[config.mk]
export PLATFORM = sky130hd
export DESIGN_NAME = mmu_cell
export DESIGN_NICKNAME = d
export VERILOG_FILES = /design/src/rtl/mmu_pkg.sv /design/src/rtl/mmu_cell.sv
export SDC_FILE = /design/constraint.sdc
export NUM_CORES = 1
export LEC_CHECK = 0
export ABC_AREA = 1
export ABC_CLOCK_PERIOD_IN_PS = 9100
export BUFFER_PORTS_ARGS = -buffer_cell sky130_fd_sc_hd__clkbuf_2
export CAP_MARGIN = 10
export CORE_UTILIZATION = 46
export CTS_CLUSTER_SIZE = 30
export DETAILED_ROUTE_END_ITERATION = 8
export GPL_TIMING_DRIVEN = 0
export HOLD_SLACK_MARGIN = 0.12
export PLACE_DENSITY_LB_ADDON = 0.12
export SYNTH_ARGS = -nofsm -noshare
export SYNTH_HDL_FRONTEND = slang
export SYNTH_SLANG_ARGS = --single-unit
[constraint.sdc]
create_clock -name clk -period 9.1 [get_ports clk]
set_input_delay 0.455 -clock clk [delete_from_list [all_inputs] [get_ports clk]]
set_output_delay 0.455 -clock clk [all_outputs]
set_load 0.005 [all_outputs]
[src/rtl/mmu_pkg.sv]
`timescale 1ns / 1ps

package mmu_pkg;

    // Operand and result width
    localparam int WIDTH = 32;
    // Full product width
    localparam int PROD_WIDTH = 2 * WIDTH;
    // One reduction cell per product bit
    localparam int NUM_CELLS = PROD_WIDTH;

    localparam int FUNC_WIDTH = 2;

    // Operation codes
    localparam logic [FUNC_WIDTH-1:0] FUNC_ADD = 2'd0;
    localparam logic [FUNC_WIDTH-1:0] FUNC_SUB = 2'd1;
    localparam logic [FUNC_WIDTH-1:0] FUNC_MUL = 2'd2;

    // Modulus after reset
    localparam logic [WIDTH-1:0] MODULUS_RESET = 32'd1000000007;

    // Beat carried from cell to cell
    typedef struct packed {
        logic                  mul;   // residue still being reduced
        logic [WIDTH-1:0]      rem;   // partial remainder, or final add/sub result
        logic [PROD_WIDTH-1:0] prod;  // product bits not yet shifted in, MSB first
    } cell_data_t;

endpackage

[src/rtl/mmu_cell.sv]
`timescale 1ns / 1ps

module mmu_cell
(
    input  logic                      clk,
    input  logic                      rst_n,
    input  logic [mmu_pkg::WIDTH-1:0] modulus,
    input  logic                      up_valid,
    input  mmu_pkg::cell_data_t       up_data,
    output logic                      up_ready,
    output logic                      down_valid,
    output mmu_pkg::cell_data_t       down_data,
    input  logic                      down_ready
);

    localparam int W = mmu_pkg::WIDTH;
    localparam int P = mmu_pkg::PROD_WIDTH;

    logic                valid_reg;
    mmu_pkg::cell_data_t data_reg;
    mmu_pkg::cell_data_t data_next;

    logic [W:0]          shifted;
    logic [W:0]          reduced;

    // Shift the next product bit into the remainder, subtract the modulus once
    assign shifted = {up_data.rem, up_data.prod[P-1]};
    assign reduced = shifted - {1'b0, modulus};

    always_comb
    begin
        data_next      = up_data;
        data_next.prod = {up_data.prod[P-2:0], 1'b0};
        if (up_data.mul)
        begin
            if (shifted >= {1'b0, modulus})
            begin
                data_next.rem = reduced[W-1:0];
            end
            else
            begin
                data_next.rem = shifted[W-1:0];
            end
        end
    end

    // Advance when empty or when the next cell takes the held beat
    assign up_ready = !valid_reg || down_ready;

    always_ff @(posedge clk or negedge rst_n)
    begin
        if (!rst_n)
        begin
            valid_reg <= 1'b0;
        end
        else if (up_ready)
        begin
            valid_reg <= up_valid;
        end
    end

    always_ff @(posedge clk)
    begin
        if (up_ready && up_valid)
        begin
            data_reg <= data_next;
        end
    end

    assign down_valid = valid_reg;
    assign down_data  = data_reg;

    property p_cell_hold;
        @(posedge clk) disable iff (!rst_n)
        valid_reg && !down_ready |=> valid_reg && $stable(data_reg);
    endproperty
    a_cell_hold: assert property (p_cell_hold)
        else $error("cell dropped or changed a stalled beat");

    property p_passthrough_clean;
        @(posedge clk) disable iff (!rst_n)
        up_valid && up_ready && !up_data.mul && up_data.prod == '0
            |=> !data_reg.mul && data_reg.prod == '0 && data_reg.rem == $past(up_data.rem);
    endproperty
    a_passthrough_clean: assert property (p_passthrough_clean)
        else $error("add or subtract result altered in the cell chain");

endmodule

==> metrics.md <==
| Metric | Value |
|---|---|
| Status | completed |
| Mean Syn Cell Area | 7.661 sq um |
| Core Region | 13,400 sq um |
| Ys Warns | 0 |
| Mapped cell area | 6374 sq um |
| Worst hold path depth | 1 |
| Most frequent cell after synthesis | nand2_1 |
| Rows | 42 |
| Final Cycle Share | a little over a quarter |
| Cts hold-fix bufs | 1 |
| Sequential-to-total area share from yosys stat | 45.62% |
| Post-CTS Resized | 0 |
| Post-detail-place hpwl | 15,180 microns |
| Worst skew pair latency | 330 ps |
| Setup ws final | roughly 6700 ps |
| DRT iter0 DRCs | 315 |
| Worst-path clk slew | 60 ps |
| Reg2reg setup slack | 7500 ps |
| Total number of vias | 5,909 |
| Clock share of power | ~30% |
| Post-synth top cells | nand2_1, inv_1, edfxtp_1 |
| Layout cell share with drive strength beyond 1 | 25.25% |
| Largest cells by area after synthesis | edfxtp_1, nand2_1, inv_1 |
| Worst Hold Path EP | down_data[45] |
| Post-layout net count | roughly 1,200 |
| Gr busiest metal | met2 |
| Vias in the first global route | 5,478 |
| Hold Slack | 291.7 ps |
| Distinct cells, synth | 30 |
| Final WL | approximately 18,000 microns |
| Crit Path Max Fanout | 4 |
| Num CTS Buffers | 9 |
| Post-synth EDFFs | 96 |
| Max-slew violation count | 0 |
| Core Util, Final | 60.53% |
| Launching point of the worst reg2reg path | down_valid |
| Final ANT Viol Nets | 0 |
| Remaining DRCs | 0 |
| CP required | 9190 ps |
| Die ar. | about 14,000 sq um |
| Via/cell ratio | around 4.7 |
| Met2 Usage GRT | 46.13% |
| Leak pwr | 4.436 nW |
| Inserted Diodes | 0 |
| Multi-input logic area | 2751 sq um |
| Worst Min Path Start | up_data[44] |
| Period minus WS final | between 2000 and 2500 ps |
| Synth area leader | edfxtp_1 |
| Global-route wire length before repair | 27,890 microns |
| Setup violations, final | 0 |
| Switching power | ~0.00034 W |
| Ys flop type | edfxtp_1 |
| CTS root buffer | clkbuf_16 |
| Hold crit path type | input port to flip-flop |
| Reg power frac | 44.6% |
| Met1 usage | 31.16% |
| Max Clk Rate | 411.0 MHz |
| Starting Density | 47.56% |
| Synth-to-Final Area Change | 27.27% |
| TNS Setup | 0 ps |
| Wirelength per Cell | 14.09 microns |
| Max Cap Viol | 0 |
| Syn Inst Count | 832 |
| Worst EP arrival | about 2500 ps |
| CTS tree | yes |
| Gp weighted congestion | 0.9075 |
| Comb power frac | between 20% and 30% |
| Grt ovf | 0 |
| CTS sink count | 97 |
| Clk buf depth | 2 |
| Initial antenna violation count | 0 |
| RSZ-0062 raised after global routing | false |
| IO buf count | 230 |
| Reg-to-reg endpoint | down_data[86] |
| WS Path Type | input port to flip-flop |
| Fin Clk Skew | 5.432 ps |
| First-pass DRT Iterations | 5 |
| Critical Path Start Type | input port |
| Post-Syn Nets | 998 |
| Worst reg2reg path depth | 3 |
| Hold Fails Final Rpt | 0 |
| Share of the synthesized area in the top cell type | 45.23% |
| Largest net degree at the start of global routing | 33 |
| Die width | 119.7 microns |
| CP Capture Type | flip-flop |
| Sequential Area | about 2900 sq um |
| Ports | roughly 230 |
| FF+latch count, synth | 97 |
| Setup bufs post-CTS | 0 |
| Pre-CTS setup slack | 6380 ps |
| Net Sw Frac | 28.32% |
| Die outline height | between 100 and 150 microns |
| Ys async rst share | under 10% |
| Global Route met3 Usage | 4.183% |
| Power per cell area | 148.2 nW/um^2 |
| Layout filler cell count | roughly 1,300 |
| GRT Util Overall | 25.60% |
| Worst IR Drop VDD | 0.09714 mV |
| P_int | approximately 0.00086 W |
| Depth of the CTS H-tree | 3 |
cell usage in the layout (no fill, tap or decap), drive strengths merged:
| cell | Yosys | final |
|---|---|---|
| o21bai | 2 | 2 |
| o21ai | 19 | 19 |
| nand4 | 1 | 1 |
| buf | 13 | 16 |
| nand2 | 313 | 313 |
| and3 | 1 | 1 |
| bufinv | 0 | 1 |
| inv | 167 | 168 |
| fa | 1 | 1 |
| clkinv | 0 | 3 |
| edfxtp | 96 | 96 |
| ha | 32 | 32 |
| nand3b | 23 | 23 |
| conb | 1 | 1 |
| xor2 | 1 | 1 |
| and2 | 2 | 2 |
| nand3 | 70 | 70 |
| nor2 | 45 | 45 |
| dlygate4sd3 | 0 | 1 |
| xnor2 | 13 | 13 |
| nor3 | 6 | 6 |
| a21oi | 22 | 22 |
| dfrtp | 1 | 1 |
| clkbuf | 3 | 243 |
per-stage QoR:
stage                     cells  power [W]  area [sq um]
after CTS                  1257   0.001208          8112
after global placement     1238  0.0008475          7745
final                      1257   0.001202          8112
after detailed placement   1241  0.0008498          7816
after floorplan             832  0.0007364          6374
after global routing       1257   0.001269          8112
state kept, by name, summed over array words and instances (netlist names):
signal and count:
down_valid 1, down_data 96
power by group through the flow:
stage          sequential, W  clock [W]  combinational, W
4_1_cts             0.000536   0.000365          0.000306
6_report            0.000536   0.000358          0.000308
5_1_grt             0.000538   0.000384          0.000348
3_5_place_dp        0.000546          0          0.000304
3_3_place_gp        0.000550          0          0.000297
2_1_floorplan       0.000554          0          0.000183
worst max path at each step:
stage                     start       endpoint  slack (ps)  depth (start not counted)
finish              up_data[63]  down_data[94]        6670                         17
CTS                 up_data[63]  down_data[86]        6720                         17
floorplan              up_valid  down_data[10]        3390                          2
detailed placement  up_data[63]  down_data[86]        6380                         17
global route        up_data[63]  down_data[86]        6480                         17
global placement       up_valid  down_data[40]        1710                          3
logic make-up (layout without fill, tap and decap cells):
logic type / after synthesis / in the layout / share of synthesized area (%)
AND/OR/NAND/NOR: 461 / 461 / 30.78
buffers and inverters: 183 / 432 / 11.39
flip-flops: 97 / 97 / 45.62
AO/OA/AOI/OAI: 43 / 43 / 3.632
adder cells (fa/ha/maj): 33 / 33 / 6.596
XOR/XNOR: 14 / 14 / 1.924
other: 1 / 1 / 0.05884
final cells by class:
| class | count | area share (%) |
|---|---|---|
| multi-input cells | 552 | 33.92 |
| flip-flops and latches | 97 | 35.85 |
| plain buffers | 16 | 1.219 |
| well taps | 176 | 2.715 |
| inverters | 167 | 7.728 |
| clock inverters | 5 | 0.6941 |
| repair buffers | 234 | 15.05 |
| clock buffers | 10 | 2.823 |
critical path: stages:
cell      delay, ps
clkbuf_2         80
inv_1            80
ha_1            150
inv_1            80
fa_1            470
nand3_1         120
nand3_1         180
nand2_1         110
nand2_1          90
nand2_1          90
nand2_1         150
nand2_1         120
nand3_1          70
nand2_1         100
nand2_1          60
nand3_1          80
nand2_1          50
metal layers:
layer	up-vias	wire [microns]	share of wire [%]
li1	3101	-	-
met1	2579	7445	42
met2	203	8791	50
met3	26	1079	6.1
met4	0	397	2.2
met5	-	0	0
Power figures use the tool's default switching activity.
