<file path="config.mk">
export PLATFORM = sky130hd
export DESIGN_NAME = mmu_front_flat
export DESIGN_NICKNAME = d
export VERILOG_FILES = /design/src/rtl/mmu_pkg.sv /design/src/rtl/mmu_cmd_if.sv /design/src/rtl/mmu_front.sv /design/src/flat_wrapper.sv
export SDC_FILE = /design/constraint.sdc
export NUM_CORES = 2
export LEC_CHECK = 0
export ABC_AREA = 1
export BUFFER_PORTS_ARGS = -buffer_cell sky130_fd_sc_hd__buf_2
export CAP_MARGIN = 30
export CORE_MARGIN = 4
export CORE_UTILIZATION = 23
export CTS_CLUSTER_DIAMETER = 100
export DETAILED_ROUTE_END_ITERATION = 10
export HOLD_SLACK_MARGIN = 0.12
export PLACE_DENSITY = 0.44
export SETUP_SLACK_MARGIN = 0.15
export SYNTH_ARGS = -nofsm -noshare
export SYNTH_HDL_FRONTEND = slang
export SYNTH_SLANG_ARGS = --single-unit
</file>
<file path="constraint.sdc">
create_clock -name clk -period 7.7 [get_ports clk]
set_input_delay 0.385 -clock clk [delete_from_list [all_inputs] [get_ports clk]]
set_output_delay 0.385 -clock clk [all_outputs]
set_load 0.005 [all_outputs]
</file>
<file path="src/rtl/mmu_pkg.sv">
`timescale 1ns / 1ps

package mmu_pkg;

    // Operand and result width
    localparam int WIDTH = 32;
    // Full product width
    localparam int PROD_WIDTH = 2 * WIDTH;
    // One reduction cell per product bit
    localparam int NUM_CELLS = PROD_WIDTH;

    localparam int FUNC_WIDTH = 2;

    // Operation codes
    localparam logic [FUNC_WIDTH-1:0] FUNC_ADD = 2'd0;
    localparam logic [FUNC_WIDTH-1:0] FUNC_SUB = 2'd1;
    localparam logic [FUNC_WIDTH-1:0] FUNC_MUL = 2'd2;

    // Modulus after reset
    localparam logic [WIDTH-1:0] MODULUS_RESET = 32'd1000000007;

    // Beat carried from cell to cell
    typedef struct packed {
        logic                  mul;   // residue still being reduced
        logic [WIDTH-1:0]      rem;   // partial remainder, or final add/sub result
        logic [PROD_WIDTH-1:0] prod;  // product bits not yet shifted in, MSB first
    } cell_data_t;

endpackage

</file>
<file path="src/rtl/mmu_cmd_if.sv">
`timescale 1ns / 1ps

interface mmu_cmd_if;
    logic                            valid;
    logic                            ready;
    logic [mmu_pkg::FUNC_WIDTH-1:0]  func;
    logic [mmu_pkg::WIDTH-1:0]       operand_a;
    logic [mmu_pkg::WIDTH-1:0]       operand_b;

    modport source (output valid, output func, output operand_a, output operand_b,
                    input ready);
    modport sink (input valid, input func, input operand_a, input operand_b,
                  output ready);
endinterface

</file>
<file path="src/rtl/mmu_front.sv">
`timescale 1ns / 1ps

module mmu_front
(
    input  logic                          clk,
    input  logic                          rst_n,
    input  logic [mmu_pkg::WIDTH-1:0]     modulus,
    mmu_cmd_if.sink                       cmd,
    output logic                          down_valid,
    output mmu_pkg::cell_data_t           down_data,
    input  logic                          down_ready
);

    localparam int W = mmu_pkg::WIDTH;

    logic                valid_reg;
    mmu_pkg::cell_data_t data_reg;
    mmu_pkg::cell_data_t data_next;
    logic                up_ready;

    logic [W:0]          sum;
    logic [W:0]          sum_red;
    logic [W-1:0]        add_res;
    logic [W-1:0]        sub_res;

    // Take a new beat when empty or when the held one moves on
    assign up_ready  = !valid_reg || down_ready;
    assign cmd.ready = up_ready;

    // Add with one conditional subtract of the modulus
    assign sum     = {1'b0, cmd.operand_a} + {1'b0, cmd.operand_b};
    assign sum_red = sum - {1'b0, modulus};
    assign add_res = (sum >= {1'b0, modulus}) ? sum_red[W-1:0] : sum[W-1:0];

    // Subtract with one conditional add of the modulus
    always_comb
    begin
        sub_res = cmd.operand_a - cmd.operand_b;
        if (cmd.operand_a < cmd.operand_b)
        begin
            sub_res = sub_res + modulus;
        end
    end

    // Decode the operation; multiply starts the cell chain from a zero remainder
    always_comb
    begin
        data_next.mul  = 1'b0;
        data_next.rem  = '0;
        data_next.prod = '0;
        unique case (cmd.func)
            mmu_pkg::FUNC_ADD:
            begin
                data_next.rem = add_res;
            end
            mmu_pkg::FUNC_SUB:
            begin
                data_next.rem = sub_res;
            end
            mmu_pkg::FUNC_MUL:
            begin
                data_next.mul  = 1'b1;
                data_next.prod = {{W{1'b0}}, cmd.operand_a} * {{W{1'b0}}, cmd.operand_b};
            end
            default:
            begin
                data_next.rem = '0;
            end
        endcase
    end

    // Hold the valid flag
    always_ff @(posedge clk or negedge rst_n)
    begin
        if (!rst_n)
        begin
            valid_reg <= 1'b0;
        end
        else if (up_ready)
        begin
            valid_reg <= cmd.valid;
        end
    end

    // Load the payload on an accepted beat
    always_ff @(posedge clk)
    begin
        if (up_ready && cmd.valid)
        begin
            data_reg <= data_next;
        end
    end

    assign down_valid = valid_reg;
    assign down_data  = data_reg;

    property p_accept_fills;
        @(posedge clk) disable iff (!rst_n)
        cmd.valid && cmd.ready |=> valid_reg;
    endproperty
    a_accept_fills: assert property (p_accept_fills)
        else $error("accepted beat did not reach the front stage");

    property p_front_hold;
        @(posedge clk) disable iff (!rst_n)
        valid_reg && !down_ready |=> valid_reg && $stable(data_reg);
    endproperty
    a_front_hold: assert property (p_front_hold)
        else $error("front stage lost a stalled beat");

endmodule

</file>
<file path="src/flat_wrapper.sv">
// flat-port wrapper written by rule: the top's interface ports become plain ports
module mmu_front_flat 
  (clk, rst_n, modulus, down_valid, down_data, down_ready, cmd_valid, cmd_func, cmd_operand_a, cmd_operand_b, cmd_ready);
  mmu_cmd_if cmd_i ();
  input  logic clk;
  input  logic rst_n;
  input  logic [mmu_pkg::WIDTH-1:0] modulus;
  output logic down_valid;
  output mmu_pkg::cell_data_t down_data;
  input  logic down_ready;
  input wire logic [$bits(cmd_i.valid)-1:0] cmd_valid;
  input wire logic [$bits(cmd_i.func)-1:0] cmd_func;
  input wire logic [$bits(cmd_i.operand_a)-1:0] cmd_operand_a;
  input wire logic [$bits(cmd_i.operand_b)-1:0] cmd_operand_b;
  output wire logic [$bits(cmd_i.ready)-1:0] cmd_ready;
  assign cmd_i.valid = cmd_valid;
  assign cmd_i.func = cmd_func;
  assign cmd_i.operand_a = cmd_operand_a;
  assign cmd_i.operand_b = cmd_operand_b;
  assign cmd_ready = cmd_i.ready;
  mmu_front u_core (.clk(clk), .rst_n(rst_n), .modulus(modulus), .cmd(cmd_i), .down_valid(down_valid), .down_data(down_data), .down_ready(down_ready));
endmodule
</file>
==> results.json <==
{
  "status": "finished, final reports clean",
  "worstHoldStart": "cmd_valid",
  "setup_viol": 0,
  "rsz0062_at_grt": "no",
  "max_freq_ghz": 0.136,
  "worstPathRequired_ns": 7.95,
  "yosysWarnings": 0,
  "dr.pass1.iters": 5,
  "drv_cap": 0,
  "cp.arrival_ns": 7.62,
  "initial_core_util_pct": 23.2,
  "wl_met3_mm": 8.06,
  "grt_pass1_wl_mm": 295,
  "clkTransAtPathRegs_ns": 0.11,
  "wl_mm": 196,
  "wl_per_cell_um": 19.8,
  "syn_inst": 6925,
  "slew_violations": 0,
  "rr_startpoint": "u_core.down_valid",
  "synth.distinct_cells": 46,
  "yosysMostFrequentCell": "nand2_1",
  "cts_max_level": 3,
  "wl_met1_mm": 88.7,
  "yosysTopAreaCell": "fa_1",
  "cts.sinks": 98,
  "cp_max_fo": 24,
  "place_hpwl_mm": 170,
  "fin_ws_ns": 0.328,
  "routabilityCongestion": 0.939,
  "pre_cts_slack_ns": -0.142,
  "vias": 42947,
  "drt_iter0_markers": 2588,
  "dieArea_mm2": 0.219,
  "numPortBuffers": 200,
  "die_x_um": 468,
  "synth-edff-count": 97,
  "grt_max_degree": 63,
  "synth_top_area_share_pct": 37.1,
  "min_path_type": "input pin to flip-flop",
  "final.setup_skew_ns": 0.0268,
  "drc_errors": 0,
  "grt_overflow_total": 0,
  "synth_seq_area_share_pct": 6.05,
  "hold_violations": 0,
  "async_flop_share_pct": 1.02,
  "maxSlewHeadroom_pct": 33.1,
  "met2_length_mm": 94.6,
  "fin_crit_ns": 7.37,
  "drive_above_1_share_pct": 6.61,
  "core-area_mm2": 0.210,
  "worst_pin_slew_ns": 1.00,
  "post_cts_buffers": 0,
  "cts_root_buffer": "clkbuf_16",
  "syn_nets": 8317,
  "avgSynthCellArea_um2": 7.01,
  "grtUsageTotal_pct": 18.0,
  "synth.ff_latch_count": 98,
  "fin_crit_sh_pct": 95.7,
  "crit_start": "cmd_operand_a[6]",
  "clock_path_buffers": 2,
  "synth_commonest_cells": "nand2_1, inv_1, fa_1",
  "pin_count": 201,
  "synth.area.top_cells": "fa_1, nand2_1, inv_1, ha_1, edfxtp_1",
  "antenna_left": 0,
  "top_layer": "met5",
  "layout.nets": 8493,
  "end_kind": "flip-flop",
  "rows": 168,
  "setup.worst_path.class": "input pin to flip-flop",
  "synth_ff_type": "edfxtp_1",
  "grt_pass1_vias": 45455,
  "antenna_found_initial": 7,
  "dieHeight_um": 468,
  "insertion_delay_ns": 0.44,
  "cts_tree": "done",
  "vias_per_cell": 4.33,
  "critPathLaunchType": "input pin",
  "area_growth_pct": 11.9,
  "numCtsBuffers": 9,
  "holdWs_ns": 0.175,
  "syn_area_mm2": 0.0486
}
-- per-layer routing --
| metal | global-route usage [%] | up-vias |
|---|---|---|
| li1 | - | 20355 |
| met1 | 24.4 | 21427 |
| met2 | 31.1 | 997 |
| met3 | 1.93 | 166 |
| met4 | 3.70 | 2 |
| met5 | 0 | - |
-- final timing paths --
path | slack (ns) | cells after the start | endpoint
max in group asynchronous | 7.39 | 2 | u_core.down_valid
min | 0.18 | 3 | u_core.down_valid
min in group asynchronous | 0.23 | 2 | u_core.down_valid
max reg2reg | 5.49 | 4 | u_core.down_data[88]
max | 0.33 | 22 | u_core.down_data[50]
min reg2reg | 0.60 | 2 | u_core.down_valid
-- critical path, cell delays in order --
cell and delay (ns):
buf_2 0.51, nand2_1 0.17, fa_1 0.54, inv_1 0.06, fa_1 0.50, inv_1 0.06, fa_1 0.54, inv_1 0.05
fa_1 0.48, fa_1 0.53, fa_1 0.44, fa_1 0.62, fa_1 0.48, ha_1 0.47, nand2_1 0.20, nor2_1 0.33
nand2_1 0.22, o21ai_0 0.37, nand2_1 0.13, nand3_1 0.19, nor2_1 0.06, nor2_1 0.23
-- repair_timing --
action | 4_1_cts | 5_1_grt
endpoints found under the hold margin | 1 | 0
hold buffers | 1 | 0
endpoints found under the setup margin | 0 | 3
resized for setup | 0 | 11
-- per-stage QoR --
step / cell area [µm²] / setup TNS (ns) / utilization [%] / instances
after floorplan: 48600 / 0 / - / 6925
after global placement: 54000 / -0.440 / 25.7 / 9893
after CTS: 54300 / 0 / 25.9 / 9910
after detailed placement: 54000 / -0.189 / 25.7 / 9893
after global routing: 54300 / 0 / 25.9 / 9911
final: 54300 / 0 / 25.9 / 9914
-- final cells by class --
cell class / instances / area (µm²)
multi-input combinational: 4592 / 37200
inverter: 1990 / 7470
antenna: 3 / 7.51
timing repair buffer: 410 / 2960
tap: 2805 / 3510
sequential: 98 / 2940
fill: 23536 / 155000
clock inverter: 7 / 78.8
clock buffer: 9 / 225
-- cells in the final DEF, fill, tap and decap left out, drive strengths merged, types with 97 or more instances in the layout --
| cell | count |
|---|---|
| nand3 | 233 |
| nor2 | 382 |
| fa | 900 |
| a21oi | 251 |
| edfxtp | 97 |
| nand2 | 2029 |
| inv | 1991 |
| buf | 399 |
| ha | 390 |
| o21ai | 163 |
-- cell families (layout without fill, tap and decap cells) --
logic type | Yosys count | count (layout) | share of synthesized area, %
xor+xnor | 68 | 68 | 1.23
simple gates | 2751 | 2751 | 22.6
fa+ha+maj | 1290 | 1290 | 47.1
flops | 98 | 98 | 6.05
buf+inv | 2235 | 2416 | 17.5
compound gates | 483 | 483 | 5.44
other cells | 0 | 3 | 0
-- registers in the layout, indices dropped and copies added, names as in the netlist --
register,count
u_core.down_valid,1
u_core.down_data,97
Power is left out: the tool's default activity adds up to more than one toggle a clock period on the data nets, which glitch-free logic cannot reach.
